<file path="config.mk">
export PLATFORM = sky130hd
export DESIGN_NAME = periodic_task_dispatcher_unit
export DESIGN_NICKNAME = d
export VERILOG_FILES = /design/src/hdl/ptd_pkg.sv /design/src/hdl/ptd_cell.sv /design/src/hdl/ptd_stack.sv /design/src/hdl/periodic_task_dispatcher_unit.sv
export VERILOG_INCLUDE_DIRS = /design/src /design/src/hdl
export SDC_FILE = /design/constraint.sdc
export NUM_CORES = 1
export LEC_CHECK = 0
export BUFFER_PORTS_ARGS = -buffer_cell sky130_fd_sc_hd__buf_2
export CAP_MARGIN = 40
export CELL_PAD_IN_SITES_DETAIL_PLACEMENT = 1
export CELL_PAD_IN_SITES_GLOBAL_PLACEMENT = 1
export CORE_ASPECT_RATIO = 1.25
export CORE_MARGIN = 1.5
export CORE_UTILIZATION = 50
export CTS_BUF_LIST = sky130_fd_sc_hd__clkbuf_8
export DETAILED_ROUTE_END_ITERATION = 6
export GPL_TIMING_DRIVEN = 0
export PLACE_DENSITY = 0.89
export SKIP_LAST_GASP = 1
export SLEW_MARGIN = 5
export SYNTH_ARGS = -nofsm -noshare
export SYNTH_HDL_FRONTEND = slang
export SYNTH_HIERARCHICAL = 1
export SYNTH_SLANG_ARGS = --single-unit
</file>
<file path="constraint.sdc">
create_clock -name clk -period 8.2 [get_ports clk]
set_clock_uncertainty 0.05 [all_clocks]
set_input_delay 1.23 -clock clk [delete_from_list [all_inputs] [get_ports clk]]
set_output_delay 1.23 -clock clk [all_outputs]
set_load 0.03 [all_outputs]
</file>
<file path="src/hdl/periodic_task_dispatcher_unit_assert.svh">
// Assertion macros for the periodic task dispatcher.
// Needs clk and rst in the scope where a macro is used.
`ifndef PERIODIC_TASK_DISPATCHER_UNIT_ASSERT_SVH
`define PERIODIC_TASK_DISPATCHER_UNIT_ASSERT_SVH

// Same-cycle implication, disabled during reset.
`define PTD_ASSERT_NOW(lbl, ante, cons) \
  lbl: assert property (@(posedge clk) disable iff (rst) (ante) |-> (cons)) \
    else $error("dispatcher check failed");

// Next-cycle implication, disabled during reset.
`define PTD_ASSERT_NEXT(lbl, ante, cons) \
  lbl: assert property (@(posedge clk) disable iff (rst) (ante) |=> (cons)) \
    else $error("dispatcher check failed");

`endif

</file>
<file path="src/hdl/ptd_pkg.sv">
// Shared types, codes and defaults for the periodic task dispatcher.
// No dependencies; used by every module in hdl.
package ptd_pkg;

  localparam int DEF_NUM_SLOTS = 8;
  localparam int SLOT_W        = 4;
  localparam int TIME_W        = 16;

  // Command codes
  localparam logic [1:0] CMD_ADD  = 2'd0;
  localparam logic [1:0] CMD_TICK = 2'd1;
  localparam logic [1:0] CMD_DONE = 2'd2;

  // Event codes
  localparam logic [2:0] EV_DISPATCHED = 3'd0;
  localparam logic [2:0] EV_RESUMED    = 3'd1;
  localparam logic [2:0] EV_IDLE       = 3'd2;
  localparam logic [2:0] EV_ADDED      = 3'd3;
  localparam logic [2:0] EV_FULL       = 3'd4;

  typedef struct packed {
    logic [1:0]        cmd;
    logic [TIME_W-1:0] period;
    logic [TIME_W-1:0] start_delay;
  } cmd_word_t;

  typedef struct packed {
    logic [2:0]        event_res;
    logic [SLOT_W-1:0] slot;
  } evt_word_t;

  // Broadcast from the top level to every slot cell
  typedef struct packed {
    logic              tick;
    logic              add;
    logic              done;
    logic              scan;
    logic [TIME_W-1:0] period;
    logic [TIME_W-1:0] delay;
  } cell_ctl_t;

  // Priority flags rippled from cell to cell
  typedef struct packed {
    logic free_seen;
    logic rdy_seen;
  } chain_t;

  // Run stack operation
  typedef struct packed {
    logic push;
    logic pop;
  } stack_ctl_t;

endpackage

</file>
<file path="src/hdl/ptd_cell.sv">
// One task slot cell: valid, period, countdown and ready mark.
// Depends on ptd_pkg; chained by periodic_task_dispatcher_unit.
module ptd_cell #(
  parameter int IDX_W     = 4,
  parameter int CELL_IDX  = 0
) (
  input  logic              clk,
  input  logic              rst,
  input  ptd_pkg::cell_ctl_t ctl,
  input  logic [IDX_W-1:0]  pop_slot,
  input  logic [IDX_W-1:0]  limit,
  input  ptd_pkg::chain_t   chain_in,
  input  logic [IDX_W-1:0]  free_idx_in,
  input  logic [IDX_W-1:0]  rdy_idx_in,
  output ptd_pkg::chain_t   chain_out,
  output logic [IDX_W-1:0]  free_idx_out,
  output logic [IDX_W-1:0]  rdy_idx_out
);
  import ptd_pkg::*;

  localparam logic [IDX_W-1:0] MY_IDX = IDX_W'(CELL_IDX);

  logic              valid, ready;
  logic [TIME_W-1:0] period, countdown;
  logic              valid_next, ready_next;
  logic [TIME_W-1:0] period_next, countdown_next;

  logic expire, freed, valid_eff, rdy_eff, eligible, claim, add_claim;

  // Effect of this word on the slot before the priority pick
  assign expire    = ctl.tick & valid & (countdown == '0);
  assign freed     = ctl.done & (pop_slot == MY_IDX) & (period == '0);
  assign valid_eff = valid & ~freed;
  assign rdy_eff   = (ready | expire) & ~freed;
  assign eligible  = ctl.scan & valid_eff & rdy_eff & (MY_IDX < limit);
  assign claim     = eligible & ~chain_in.rdy_seen;
  assign add_claim = ctl.add & ~valid & ~chain_in.free_seen;

  // Priority chain toward higher indexes
  assign chain_out.free_seen = chain_in.free_seen | ~valid;
  assign chain_out.rdy_seen  = chain_in.rdy_seen | eligible;
  assign free_idx_out = (chain_in.free_seen || valid) ? free_idx_in : MY_IDX;
  assign rdy_idx_out  = (chain_in.rdy_seen || !eligible) ? rdy_idx_in : MY_IDX;

  // Next slot contents
  always_comb begin
    valid_next     = add_claim | valid_eff;
    ready_next     = rdy_eff & ~claim & ~add_claim;
    period_next    = add_claim ? ctl.period : period;
    countdown_next = countdown;
    if (add_claim) begin
      countdown_next = ctl.delay;
    end else if (ctl.tick && valid) begin
      countdown_next = (countdown != '0) ? countdown - 1'b1 : period - 1'b1;
    end
  end

  always_ff @(posedge clk) begin
    if (rst) begin
      valid     <= 1'b0;
      ready     <= 1'b0;
      period    <= '0;
      countdown <= '0;
    end else begin
      valid     <= valid_next;
      ready     <= ready_next;
      period    <= period_next;
      countdown <= countdown_next;
    end
  end

endmodule

</file>
<file path="src/hdl/ptd_stack.sv">
// Preemption stack as a shift line: entry 0 is the running task.
// Depends on ptd_pkg; used by periodic_task_dispatcher_unit.
module ptd_stack #(
  parameter int NUM_SLOTS = 8,
  parameter int IDX_W     = 4
) (
  input  logic                clk,
  input  logic                rst,
  input  ptd_pkg::stack_ctl_t op,
  input  logic [IDX_W-1:0]    push_slot,
  output logic [IDX_W-1:0]    run_slot,
  output logic [IDX_W-1:0]    prev_slot,
  output logic [IDX_W-1:0]    depth
);
  import ptd_pkg::*;

  localparam logic [IDX_W-1:0] NONE = IDX_W'(NUM_SLOTS);

  logic [IDX_W-1:0] stk [NUM_SLOTS];

  // Entries hold no reset; only entries below depth are read
  always_ff @(posedge clk) begin
    if (op.push) begin
      stk[0] <= push_slot;
      if (!op.pop) begin
        for (int i = 1; i < NUM_SLOTS; i++) begin
          stk[i] <= stk[i-1];
        end
      end
    end else if (op.pop) begin
      for (int i = 0; i < NUM_SLOTS - 1; i++) begin
        stk[i] <= stk[i+1];
      end
    end
  end

  always_ff @(posedge clk) begin
    if (rst) begin
      depth <= '0;
    end else if (op.push && !op.pop) begin
      depth <= depth + 1'b1;
    end else if (op.pop && !op.push) begin
      depth <= depth - 1'b1;
    end
  end

  assign run_slot  = (depth == '0) ? NONE : stk[0];
  assign prev_slot = (depth > IDX_W'(1)) ? stk[1] : NONE;

endmodule

</file>
<file path="src/hdl/periodic_task_dispatcher_unit.sv">
// Periodic task dispatcher: a chain of slot cells plus a preemption stack.
// The event word is registered and appears in the cycle after the command word is taken.
// Throughput: one command per cycle unless the event output is stalled; the cell chain and stack settle in one pass.
// Reset (rst, synchronous): all slots empty, nothing running, output empty.
// Depends on ptd_pkg, ptd_cell, ptd_stack and the assertion macro header.
module periodic_task_dispatcher_unit #(
  parameter int NUM_SLOTS = ptd_pkg::DEF_NUM_SLOTS
) (
  input  logic               clk,
  input  logic               rst,
  input  logic               cmd_valid,
  output logic               cmd_ready,
  input  ptd_pkg::cmd_word_t cmd_data,
  output logic               evt_valid,
  input  logic               evt_ready,
  output ptd_pkg::evt_word_t evt_data
);
  import ptd_pkg::*;
  `include "periodic_task_dispatcher_unit_assert.svh"

  localparam int IDX_W = $clog2(NUM_SLOTS + 1);
  localparam logic [IDX_W-1:0] NONE = IDX_W'(NUM_SLOTS);

  logic             fire, is_add, is_tick, is_done, busy, full;
  cell_ctl_t        ctl;
  stack_ctl_t       stk_op;
  logic [IDX_W-1:0] run_slot, prev_slot, depth, limit;
  chain_t           chain    [NUM_SLOTS+1];
  logic [IDX_W-1:0] free_idx [NUM_SLOTS+1];
  logic [IDX_W-1:0] rdy_idx  [NUM_SLOTS+1];
  logic [2:0]       ev;
  logic [IDX_W-1:0] sl;

  // Handshake: output register frees the input side
  assign cmd_ready = ~evt_valid | evt_ready;
  assign fire      = cmd_valid & cmd_ready;

  // Command decode
  assign is_add  = (cmd_data.cmd == CMD_ADD);
  assign is_tick = (cmd_data.cmd == CMD_TICK);
  assign is_done = (cmd_data.cmd == CMD_DONE);
  assign busy    = (depth != '0);
  assign full    = (depth == NONE);

  assign ctl.tick   = fire & is_tick;
  assign ctl.add    = fire & is_add;
  assign ctl.done   = fire & is_done & busy;
  assign ctl.scan   = fire & ((is_tick & ~full) | (is_done & busy));
  assign ctl.period = cmd_data.period;
  assign ctl.delay  = cmd_data.start_delay;

  // After a pop the preempted task bounds the pick
  assign limit = is_done ? prev_slot : run_slot;

  // Cell chain
  assign chain[0]    = '0;
  assign free_idx[0] = NONE;
  assign rdy_idx[0]  = NONE;

  for (genvar g = 0; g < NUM_SLOTS; g++) begin : g_cell
    ptd_cell #(
      .IDX_W    (IDX_W),
      .CELL_IDX (g)
    ) u_cell (
      .clk         (clk),
      .rst         (rst),
      .ctl         (ctl),
      .pop_slot    (run_slot),
      .limit       (limit),
      .chain_in    (chain[g]),
      .free_idx_in (free_idx[g]),
      .rdy_idx_in  (rdy_idx[g]),
      .chain_out   (chain[g+1]),
      .free_idx_out(free_idx[g+1]),
      .rdy_idx_out (rdy_idx[g+1])
    );
  end

  // Preemption stack
  assign stk_op.push = chain[NUM_SLOTS].rdy_seen;
  assign stk_op.pop  = ctl.done;

  ptd_stack #(
    .NUM_SLOTS(NUM_SLOTS),
    .IDX_W    (IDX_W)
  ) u_stack (
    .clk      (clk),
    .rst      (rst),
    .op       (stk_op),
    .push_slot(rdy_idx[NUM_SLOTS]),
    .run_slot (run_slot),
    .prev_slot(prev_slot),
    .depth    (depth)
  );

  // Event selection
  always_comb begin
    ev = EV_IDLE;
    sl = run_slot;
    case (cmd_data.cmd)
      CMD_ADD: begin
        if (chain[NUM_SLOTS].free_seen) begin
          ev = EV_ADDED;
          sl = free_idx[NUM_SLOTS];
        end else begin
          ev = EV_FULL;
          sl = NONE;
        end
      end
      CMD_TICK: begin
        if (chain[NUM_SLOTS].rdy_seen) begin
          ev = EV_DISPATCHED;
          sl = rdy_idx[NUM_SLOTS];
        end
      end
      CMD_DONE: begin
        if (chain[NUM_SLOTS].rdy_seen) begin
          ev = EV_DISPATCHED;
          sl = rdy_idx[NUM_SLOTS];
        end else if (busy && prev_slot != NONE) begin
          ev = EV_RESUMED;
          sl = prev_slot;
        end else begin
          ev = EV_IDLE;
          sl = NONE;
        end
      end
      default: begin
        ev = EV_IDLE;
        sl = run_slot;
      end
    endcase
  end

  // Output register
  always_ff @(posedge clk) begin
    if (rst) begin
      evt_valid <= 1'b0;
    end else if (fire) begin
      evt_valid <= 1'b1;
    end else if (evt_ready) begin
      evt_valid <= 1'b0;
    end
  end

  always_ff @(posedge clk) begin
    if (fire) begin
      evt_data.event_res <= ev;
      evt_data.slot      <= SLOT_W'(sl);
    end
  end

  // Checks
  `PTD_ASSERT_NOW(a_depth_bound, 1'b1, depth <= NONE)
  `PTD_ASSERT_NEXT(a_tick_push, ctl.tick && stk_op.push, depth == $past(depth) + 1'b1)
  `PTD_ASSERT_NEXT(a_idle_done, fire && is_done && !busy, depth == '0)
  `PTD_ASSERT_NOW(a_push_bound, stk_op.push, rdy_idx[NUM_SLOTS] < limit)

endmodule

</file>
Word-level counts from Yosys, hierarchy flattened
Memory sizes are Yosys's and may differ from the RTL's.
Cells that the tools add are included.
- register bits after elaboration: 284
- latch bits: 0
- bits in writable memories: 32
- bits in read-only memories: 0
- input bits: 38
- memories: 1
- $add $sub $neg: 18
- multipliers: 0
- divide/modulo/power cells: 0
- order comparisons: 9
- eq/ne operators: 11
- shifts and indexed selects: 0
- multiplexer cells: 72
- bitwise logic cells: 203
- reduce and logical (&&, ||, !) cells: 72
- memories (memory ; depth ; bits a word ; rd ports ; clocked after Yosys merged registers in ; wr ports ; line ; text):
    u_stack.stk ; 8 ; 4 ; 8 ; 0 ; 8 ; ptd_stack.sv:19 ; logic [IDX_W-1:0] stk [NUM_SLOTS];
- operators by type and width (kind ; number):
    16-bit two-way mux ; 24
    16-bit zero test ; 16
    16-bit by 1-bit subtractor with 16-bit output (second input constant) ; 16
    4-bit two-way mux ; 32
    16-bit nonzero test ; 8
    1-bit bitwise AND ; 118
    1-bit inverter ; 46
    1-bit bitwise OR ; 39
    2-bit nonzero test ; 10
    4-bit by 3-bit == test with 1-bit output (second input constant) ; 4
    3-bit by 4-bit < comparator with 1-bit output (first input constant) ; 4
    1-bit logical OR ; 14
    4-bit one-hot mux with 3 select lines ; 1
    1-bit logical AND ; 11
    1-bit two-way mux ; 10
    1-bit zero test ; 9
    3-bit one-hot mux with 3 select lines ; 1
    4-bit by 2-bit == test with 1-bit output (second input constant) ; 2
    4-bit zero test ; 2
    1-bit by 4-bit < comparator with 1-bit output (first input constant) ; 2
    2-bit by 4-bit < comparator with 1-bit output (first input constant) ; 2
    2-bit two-way mux ; 3
    4-bit by 1-bit adder with 4-bit output (second input constant) ; 1
    4-bit by 1-bit == test with 1-bit output (second input constant) ; 1
    9 further kinds ; 9

Logic depth before layout (Yosys ltp)
Gate-level depths: netlist of run 1.
- depth in word-level cells: 23
- gate-level depth with buffers: 24
- gate-level depth less buffers: 24

Cells and area by module
The synthesis of run 1 kept the hierarchy.
- modules (own cells, without submodules) (module ; instances ; cells each ; area an instance (sq um) ; seq. area each (sq um)):
    ptd_cell (g_cell[2].u_cell) ; 1 ; 302 ; 2245.9 ; 680.7
    ptd_cell (g_cell[4].u_cell) ; 1 ; 283 ; 2150.8 ; 680.7
    ptd_cell (g_cell[6].u_cell) ; 1 ; 284 ; 2138.3 ; 680.7
    ptd_cell (g_cell[0].u_cell) ; 1 ; 296 ; 2128.3 ; 680.7
    ptd_cell (g_cell[7].u_cell) ; 1 ; 284 ; 2123.3 ; 680.7
    ptd_cell (g_cell[3].u_cell) ; 1 ; 291 ; 2067.0 ; 680.7
    ptd_cell (g_cell[1].u_cell) ; 1 ; 283 ; 2043.2 ; 680.7
    ptd_cell (g_cell[5].u_cell) ; 1 ; 275 ; 2042.0 ; 680.7
    ptd_stack ; 1 ; 107 ; 1656.6 ; 1041.0
    periodic_task_dispatcher_unit ; 1 ; 71 ; 638.1 ; 230.2

Least setup slack after synthesis of run 1
Ideal clock, no wire load.
- path kind: input port to flip-flop
- from: in evt_ready
- to: reg u_stack.depth[2]
- setup time: 70 ps
- arrival time: 6030 ps
- slack: 2050 ps
- stages on the path: 23
- cell sequence: nand2b_1 -> nand2_1 -> nor3_1 -> nor4b_1 -> nand3_1 -> o21ai_0 -> o31ai_1 -> or2_2 -> inv_1 -> o31ai_1 -> inv_1 -> o31ai_1 -> inv_1 -> o31ai_1 -> inv_1 -> o31ai_1 -> nand2b_1 -> or2_2 -> inv_1 -> ha_1 -> inv_1 -> or3_2 -> a21oi_1
- RTL lines (element ; line ; text):
    start, declared ; periodic_task_dispatcher_unit.sv:15 ; input logic evt_ready,
    end signal, assigned ; ptd_stack.sv:41 ; depth <= depth + 1'b1;
    end signal, assigned ; ptd_stack.sv:43 ; depth <= depth - 1'b1;
    end, declared ; ptd_stack.sv:13 ; output logic [IDX_W-1:0] depth

==> out/summary.md, run 1 <==
### Finish
- share of post-route cells with drive strength above 1: 0.120
- non-filler cells, final: 3,129
- number of nets at the end of the flow: 2,649
- area of the multi-input gates: 11,900 sq um
- synth-to-layout area growth: 10.8%
- fillers: 4,864
- Register Area: 6720 sq um

### Yosys
- count of flip-flops with a built-in enable after synthesis: 39
- cell count after synthesis: 2,476
- sequential share of the synthesized area: 0.349
- total number of yosys warnings: 6
- count leader, synth: sky130_fd_sc_hd__nand2_1
- Netlist cell types: 105
- post-synthesis sequential element count: 316
- cell taking the most area after synthesis: sky130_fd_sc_hd__dfxtp_1
- top-area cell type share of the netlist area: 0.288
- most common flop cell mapped by yosys: sky130_fd_sc_hd__dfxtp_1
- top cell types by occurrence after synthesis: sky130_fd_sc_hd__nand2_1, sky130_fd_sc_hd__a21oi_1, sky130_fd_sc_hd__dfxtp_1
- asr flop ratio synth: 0
- cell area after synthesis: 19,200 sq um
- cell types occupying the most area after synthesis: sky130_fd_sc_hd__dfxtp_1, sky130_fd_sc_hd__nand2_1, sky130_fd_sc_hd__a21oi_1, sky130_fd_sc_hd__edfxtp_1, sky130_fd_sc_hd__nor2_1
- average instance area after synthesis: 7.77 sq um

### Routing
- top layer used by detailed routing: met4
- DRC: 0
- antenna violation net count after detailed routing: 0
- average via count per standard cell: 6.72
- Iter 0 DRT Violations: 1,657
- total vias in the final route: 21.0k
- Met2 Routed Length: 37,000 microns
- drt wl/cell: 25.4 microns
- Post-Route M1 WL: 29,900 microns
- Detailed Routing Iterations Pass 1: 6
- final wirelength: 79,500 microns
- met3 wire length: 6230 microns

### GRT
- number of antenna violations at the first check in global routing: 1
- total congestion overflow: 0
- global-route wire length before repair: 121,000 microns
- pin count of the biggest net entering global routing: 21
- overall global routing resource usage: 0.396
- vias in the first global route: 21.7k

### Placed design
- gpl congestion: 0.964
- Cells after DPL: 3,033
- Port Buffer Count: 46
- HPWL after detailed placement: 55,700 microns

### Worst setup path
- Worst Path Max Fanout: 11
- WS Path Type: flop to flop
- Worst Path Arrival: 6930 ps
- element type at the critical path start: flop
- Setup crit end kind: flop
- Reg2Reg Capture Point: u_stack/depth[3]
- worst reg2reg path depth: 23
- worst reg-to-reg setup slack: 1760 ps
- worst r2r src: u_stack/depth[0]
- Required @ worst endpoint: 8690 ps

### STA
- Worst Max-Slew Pin Slew: 963 ps
- crit share post-route: 0.785
- sum of negative setup slack: 0 ps
- unrepaired setup endpoints after global routing: false
- Fmax: 0.155 GHz
- number of max-slew violations in the final report: 0
- hold violation total from the final report: 0
- Final Critical Period: 6440 ps
- Max-slew headroom: 0.355
- final setup violation count: 0

### Clocking
- Bufs on Longest Clock Path: 3
- clock network latency to the later pin of the worst-skew pair: 680 ps
- TritonCTS clock tree: yes
- count of hold buffers inserted by post-cts repair: 0
- CTS root buffer: sky130_fd_sc_hd__clkbuf_8
- number of clock sinks: 316
- total setup buffers inserted after CTS: 0
- clock slew seen by the registers of the worst setup and hold paths: 70 ps
- CTS HTree Levels: 2
- number of buffers created by CTS: 53
- CTS-repair resized insts: 0

### Floorplan
- Die Height: 222 microns
- die width: 178 microns
- area inside the core boundary: 38,000 sq um
- DIE AREA: 39,700 sq um
- starting density of the core: 0.506
- Top-Level Pins: 47
- number of core rows: 80

### Min path
- worst min path class: flop to flop
- worst hold endpoint: u_stack/stk[0][30]
- depth of the worst hold-timing path: 0
- hold path startpoint: u_stack/stk[0][26]

### Run
- Max-Cap Viols: 0

### Pwr
- combinational cell fraction of total power: 0.121
- switching power total: 1030 uW
- Flop pwr share: 0.462
- clock network fraction of total power: 0.418
- ratio of total power to cell area: 166 nW/um^2
- total internal power: 2510 uW
- Pleak: 0.00777 uW
- Max IR drop VDD: 142 uV
- net switching fraction of the power: 0.290

### Status
- result of the run: finished clean

-- cell type report --
cell class	count	area share
multi-input cells	2000	0.557
diodes	1	0.000117
clock buffers	68	0.0439
flip-flops and latches	316	0.315
well taps	492	0.0289
repair buffers	55	0.0152
inverters	26	0.00458
clock inverters	27	0.00687
plain buffers	144	0.0287
-- flip-flops by register name (all words and copies together) (netlist names) --
name / cells
g_cell.u_cell/countdown: 128
g_cell.u_cell/period: 128
u_stack/stk: 32
g_cell.u_cell/ready: 8
g_cell.u_cell/valid: 8
evt_data: 7
u_stack/depth: 4
evt_valid: 1
-- worst max-delay path by stage --
stage	start	endpoint	slack, ps	cells past startpoint
finish	u_stack/depth[0]	u_stack/depth[3]	1760	23
global route	u_stack/depth[0]	u_stack/depth[3]	1510	23
CTS	u_stack/depth[0]	u_stack/depth[3]	1860	23
detailed placement	evt_ready	u_stack/depth[3]	1220	24
global placement	cmd_data[33]	u_stack/depth[2]	60	16
floorplan	evt_ready	u_stack/depth[2]	2050	23
-- worst max-delay path: stages, from the launching register on --
cell and delay, ps:
sky130_fd_sc_hd__dfxtp_1 540, sky130_fd_sc_hd__inv_1 130, sky130_fd_sc_hd__ha_1 240, sky130_fd_sc_hd__nor3b_1 180, sky130_fd_sc_hd__or2_2 480, sky130_fd_sc_hd__mux2_2 410, sky130_fd_sc_hd__o41ai_1 800, sky130_fd_sc_hd__o31ai_1 210
sky130_fd_sc_hd__or2_2 370, sky130_fd_sc_hd__inv_1 70, sky130_fd_sc_hd__o31ai_1 80, sky130_fd_sc_hd__inv_1 70, sky130_fd_sc_hd__o31ai_1 130, sky130_fd_sc_hd__inv_1 90, sky130_fd_sc_hd__o31ai_1 130, sky130_fd_sc_hd__inv_1 100
sky130_fd_sc_hd__o31ai_1 110, sky130_fd_sc_hd__nand2b_1 220, sky130_fd_sc_hd__or2_2 390, sky130_fd_sc_hd__ha_1 320, sky130_fd_sc_hd__buf_4 230, sky130_fd_sc_hd__or4_1 420, sky130_fd_sc_hd__a21oi_1 190, sky130_fd_sc_hd__mux2_1 340
-- placed cells by master, fill, tap and decap left out, types with 65 or more instances in the layout --
cell,synthesis,layout
sky130_fd_sc_hd__clkbuf_1,107,107
sky130_fd_sc_hd__dfxtp_1,277,277
sky130_fd_sc_hd__clkbuf_8,0,68
sky130_fd_sc_hd__nand2_1,457,457
sky130_fd_sc_hd__o21ai_0,66,66
sky130_fd_sc_hd__nor2_1,187,187
sky130_fd_sc_hd__buf_2,17,65
sky130_fd_sc_hd__a21oi_1,279,279
sky130_fd_sc_hd__a31oi_1,79,79
sky130_fd_sc_hd__nor3_1,110,107
-- per-stage QoR --
step | total power, uW | worst slack [ps] | hold slack [ps] | util | cell area (sq um)
floorplan | 1890 | 2050 | 370 | - | 19300
global placement | 2040 | 64.0 | 387 | 0.529 | 20100
detailed placement | 2070 | 1220 | 386 | 0.532 | 20200
CTS | 3540 | 1860 | 408 | 0.560 | 21300
global route | 3630 | 1510 | 420 | 0.560 | 21300
finish | 3540 | 1760 | 405 | 0.560 | 21300
-- power by group through the flow --
| stage | combinational [uW] | sequential, uW | clock (uW) |
|---|---|---|---|
| floorplan | 227 | 1660 | 0 |
| global placement | 379 | 1660 | 0 |
| finish | 427 | 1630 | 1480 |
| global route | 441 | 1640 | 1560 |
| CTS | 412 | 1630 | 1490 |
| detailed placement | 410 | 1670 | 0 |
-- cells by family after synthesis --
group / share of synthesized area
multiplexers: 0.0321
other: 0.000390
flip-flops: 0.349
AO/OA/AOI/OAI: 0.242
XOR/XNOR: 0.0187
adder cells (fa/ha/maj): 0.00976
AND/OR/NAND/NOR: 0.311
buffers and inverters: 0.0368
-- routing by layer --
layer | GRT usage | vias up
met1 | 0.455 | 10292
met4 | 0.299 | 0
met5 | 0 | -
li1 | - | 9384
met3 | 0.0719 | 379
met2 | 0.649 | 971
Power figures use the tool's default switching activity.
==> inputs of run 2 (changes only) <==
--- a/config.mk
+++ b/config.mk
@@ -12,11 +12,11 @@
 export CELL_PAD_IN_SITES_GLOBAL_PLACEMENT = 1
 export CORE_ASPECT_RATIO = 1.25
 export CORE_MARGIN = 1.5
-export CORE_UTILIZATION = 50
+export CORE_UTILIZATION = 49
 export CTS_BUF_LIST = sky130_fd_sc_hd__clkbuf_8
 export DETAILED_ROUTE_END_ITERATION = 6
 export GPL_TIMING_DRIVEN = 0
-export PLACE_DENSITY = 0.89
+export PLACE_DENSITY = 0.87
 export SKIP_LAST_GASP = 1
 export SLEW_MARGIN = 5
 export SYNTH_ARGS = -nofsm -noshare
==> constraint.sdc (replaced) <==
create_clock -name clk -period 6.6 [get_ports clk]
set_clock_uncertainty 0.05 [all_clocks]
set_input_delay 0.99 -clock clk [delete_from_list [all_inputs] [get_ports clk]]
set_output_delay 0.99 -clock clk [all_outputs]
set_load 0.03 [all_outputs]
==> run 2 against run 1 <==
Die area rose by 2.0%. Count of clock-buffer cells in the layout rose by 3. Global-route usage fell by 0.62 points. Critical path type unchanged. Sequential share of layout area fell by 0.076 points. The run now ends with DRC left. Critical endpoint unchanged.
==> out/summary.md, run 2 (synthesis results as in run 1) <==
### Floorplan
- Top-Level Pins: 47, unchanged
- area inside the core boundary: 38,400 sq um, +1.1%
- DIE AREA: 40,500 sq um, +2.0%
- starting density of the core: 0.500, -0.00527
- Die Height: 225 microns, +1.0%
- number of core rows: 80, unchanged
- die width: 180 microns, +1.0%

### GRT
- pin count of the biggest net entering global routing: 21, unchanged
- vias in the first global route: 21.5k, -0.95%
- overall global routing resource usage: 0.390, -0.00620
- global-route wire length before repair: 123,000 microns, +1.1%
- number of antenna violations at the first check in global routing: 0, -1
- total congestion overflow: 0, unchanged

### Finish
- most common library cell in the layout ignoring fill and taps: sky130_fd_sc_hd__nand2_1
- antenna cells: 0, -1
- highest-count cells in the layout ignoring fill and taps: sky130_fd_sc_hd__nand2_1, sky130_fd_sc_hd__a21oi_1, sky130_fd_sc_hd__dfxtp_1
- final standard cell area without fillers: 21,400 sq um, +0.24%
- number of nets at the end of the flow: 2,652, +0.11%
- share of post-route cells with drive strength above 1: 0.120, +0.000530
- final cell utilization of the core: 0.556, -0.00450
- largest registers: g_cell.u_cell/countdown (128), g_cell.u_cell/period (128), u_stack/stk (32)
- fillers: 4,875, +0.23%
- synth-to-layout area growth: 11.1%

### Worst setup path
- Setup crit end kind: flop
- worst reg-to-reg setup slack: 260 ps, -1500 ps
- WS Path Type: flop to flop
- Reg2Reg Capture Point: u_stack/depth[3]
- worst reg2reg path depth: 23, unchanged
- worst r2r src: u_stack/depth[0]
- Worst Path Max Fanout: 11, unchanged
- Crit. Startpoint: u_stack/depth[0]
- element type at the critical path start: flop
- Worst Path Arrival: 6820 ps, -110 ps
- Required @ worst endpoint: 7090 ps, -1600 ps

### Pwr
- net switching fraction of the power: 0.291, +0.000717
- clock network fraction of total power: 0.418, about the same
- final total power: 4400 uW, +25%
- Flop pwr share: 0.461, about the same
- ratio of total power to cell area: 206 nW/um^2, +24%
- switching power total: 1280 uW, +25%
- total internal power: 3120 uW, +24%
- combinational cell fraction of total power: 0.121, about the same
- Pleak: 0.00781 uW, +0.57%
- Max IR drop VDD: 185 uV, +31%

### Clocking
- TritonCTS clock tree: yes
- number of clock sinks: 316, unchanged
- total setup buffers inserted after CTS: 0, unchanged
- Bufs on Longest Clock Path: 3, unchanged
- number of buffers created by CTS: 56, +5.7%
- clock slew seen by the registers of the worst setup and hold paths: 60 ps, about the same
- clock network latency to the later pin of the worst-skew pair: 660 ps, -20 ps
- CTS root buffer: sky130_fd_sc_hd__clkbuf_8
- CTS HTree Levels: 2, unchanged

### Routing
- total vias in the final route: 21.0k, -0.21%
- met3 wire length: 5940 microns, -4.6%
- DRC: 4, +4
- drt wl/cell: 25.6 microns, +0.81%
- final wirelength: 80,300 microns, +0.94%
- Met2 Routed Length: 37,700 microns, +1.8%
- Iter 0 DRT Violations: 1,560, -5.9%
- top layer used by detailed routing: met4
- Post-Route M1 WL: 31,100 microns, +3.8%
- average via count per standard cell: 6.70, -0.34%
- antenna violation net count after detailed routing: 0, unchanged
- Detailed Routing Iterations Pass 1: 7, +1

### Placed design
- HPWL after detailed placement: 55,700 microns, about the same
- worst setup slack after placement: -156 ps, -1380 ps
- gpl congestion: 0.972, +0.80%
- Port Buffer Count: 46, unchanged
- placed cell area: 20,200 sq um, about the same

### STA
- Max-slew headroom: 0.370, +0.0151
- number of max-slew violations in the final report: 0, unchanged
- unrepaired setup endpoints after global routing: false
- Worst Max-Slew Pin Slew: 940 ps, -22.5 ps
- Fmax: 0.158 GHz, +1.6%
- hold violation total from the final report: 0, unchanged
- crit share post-route: 0.960, +0.175
- Final Critical Period: 6340 ps, -103 ps
- post-route setup slack: 264 ps, -1500 ps
- final setup violation count: 0, unchanged
- sum of negative setup slack: 0 ps, unchanged

### Min path
- worst hold endpoint: g_cell[7].u_cell/period[12]
- worst min path class: flop to flop
- hold path startpoint: g_cell[7].u_cell/period[12]
- depth of the worst hold-timing path: 2, +2

### Status
- violated checks: DRC
- result of the run: complete, but fails checks

### Run
- Max-Cap Viols: 0, unchanged

-- run 2: cell count changes in the layout (fill, tap and decap cells not counted), sizes merged --
cell	delta
diode	-1
clkdlybuf4s15	+1
inv	+7
clkbuf	+3
clkinv	-4
bufinv	-1
buf	-1
-- run 2: area by class of cell --
class / instances / area (sq um) / area share
multi-input combinational: 2000 / 11900 / 0.556
sequential: 316 / 6720 / 0.314
clock buffer: 71 / 977 / 0.0457
tap: 492 / 616 / 0.0288
buffer: 144 / 611 / 0.0286
timing repair buffer: 55 / 338 / 0.0158
clock inverter: 29 / 128 / 0.00597
inverter: 26 / 97.6 / 0.00457
-- run 2: metal layers --
metal  vias to the layer above  track usage
met5                         -            0
met4                         0        0.268
met3                       293       0.0486
met2                       957        0.659
met1                     10342        0.465
li1                       9390            -
-- run 2: critical path, stage by stage (launching register included) --
cell                       delay (ps)
sky130_fd_sc_hd__dfxtp_1          550
sky130_fd_sc_hd__inv_1            150
sky130_fd_sc_hd__ha_1             230
sky130_fd_sc_hd__nor3b_2          180
sky130_fd_sc_hd__or2_2            490
sky130_fd_sc_hd__mux2_2           420
sky130_fd_sc_hd__o41ai_2          510
sky130_fd_sc_hd__o31ai_1          190
sky130_fd_sc_hd__or2_2            360
sky130_fd_sc_hd__inv_1             70
sky130_fd_sc_hd__o31ai_1           80
sky130_fd_sc_hd__inv_1             70
sky130_fd_sc_hd__o31ai_1          130
sky130_fd_sc_hd__inv_1            110
sky130_fd_sc_hd__o31ai_1          140
sky130_fd_sc_hd__inv_1            100
sky130_fd_sc_hd__o31ai_1          130
sky130_fd_sc_hd__nand2b_1         250
sky130_fd_sc_hd__or2_2            410
sky130_fd_sc_hd__ha_1             330
sky130_fd_sc_hd__buf_4            240
sky130_fd_sc_hd__or4_1            440
sky130_fd_sc_hd__a21oi_1          230
sky130_fd_sc_hd__mux2_1           340
-- run 2: through the flow --
stage | std cells | hold WS (ps)
after floorplan | 2486 | 370
after global placement | 3024 | 379
after detailed placement | 3033 | 395
after CTS | 3133 | 432
after global routing | 3133 | 433
final | 3133 | 427
-- run 2: power by group through the flow --
stage	clock network (uW)	registers, uW	logic (uW)
2_1_floorplan	0	2060	282
6_report	1840	2030	534
3_5_place_dp	0	2070	508
3_3_place_gp	0	2060	474
5_1_grt	1940	2030	554
4_1_cts	1870	2030	515
-- run 2: worst max path at each step --
| stage | cells after the start | end |
|---|---|---|
| after floorplan | 23 | u_stack/depth[2] |
| after global placement | 21 | u_stack/depth[2] |
| after detailed placement | 24 | u_stack/depth[3] |
| after CTS | 24 | u_stack/depth[3] |
| after global routing | 23 | u_stack/depth[3] |
| final | 23 | u_stack/depth[3] |
-- run 2: what timing repair did --
action / in CTS / in global routing
hold buffers: 0 / 0
endpoints found under the setup margin: 0 / 22
resized for setup: 0 / 4
hold endpoints to repair: 0 / 0
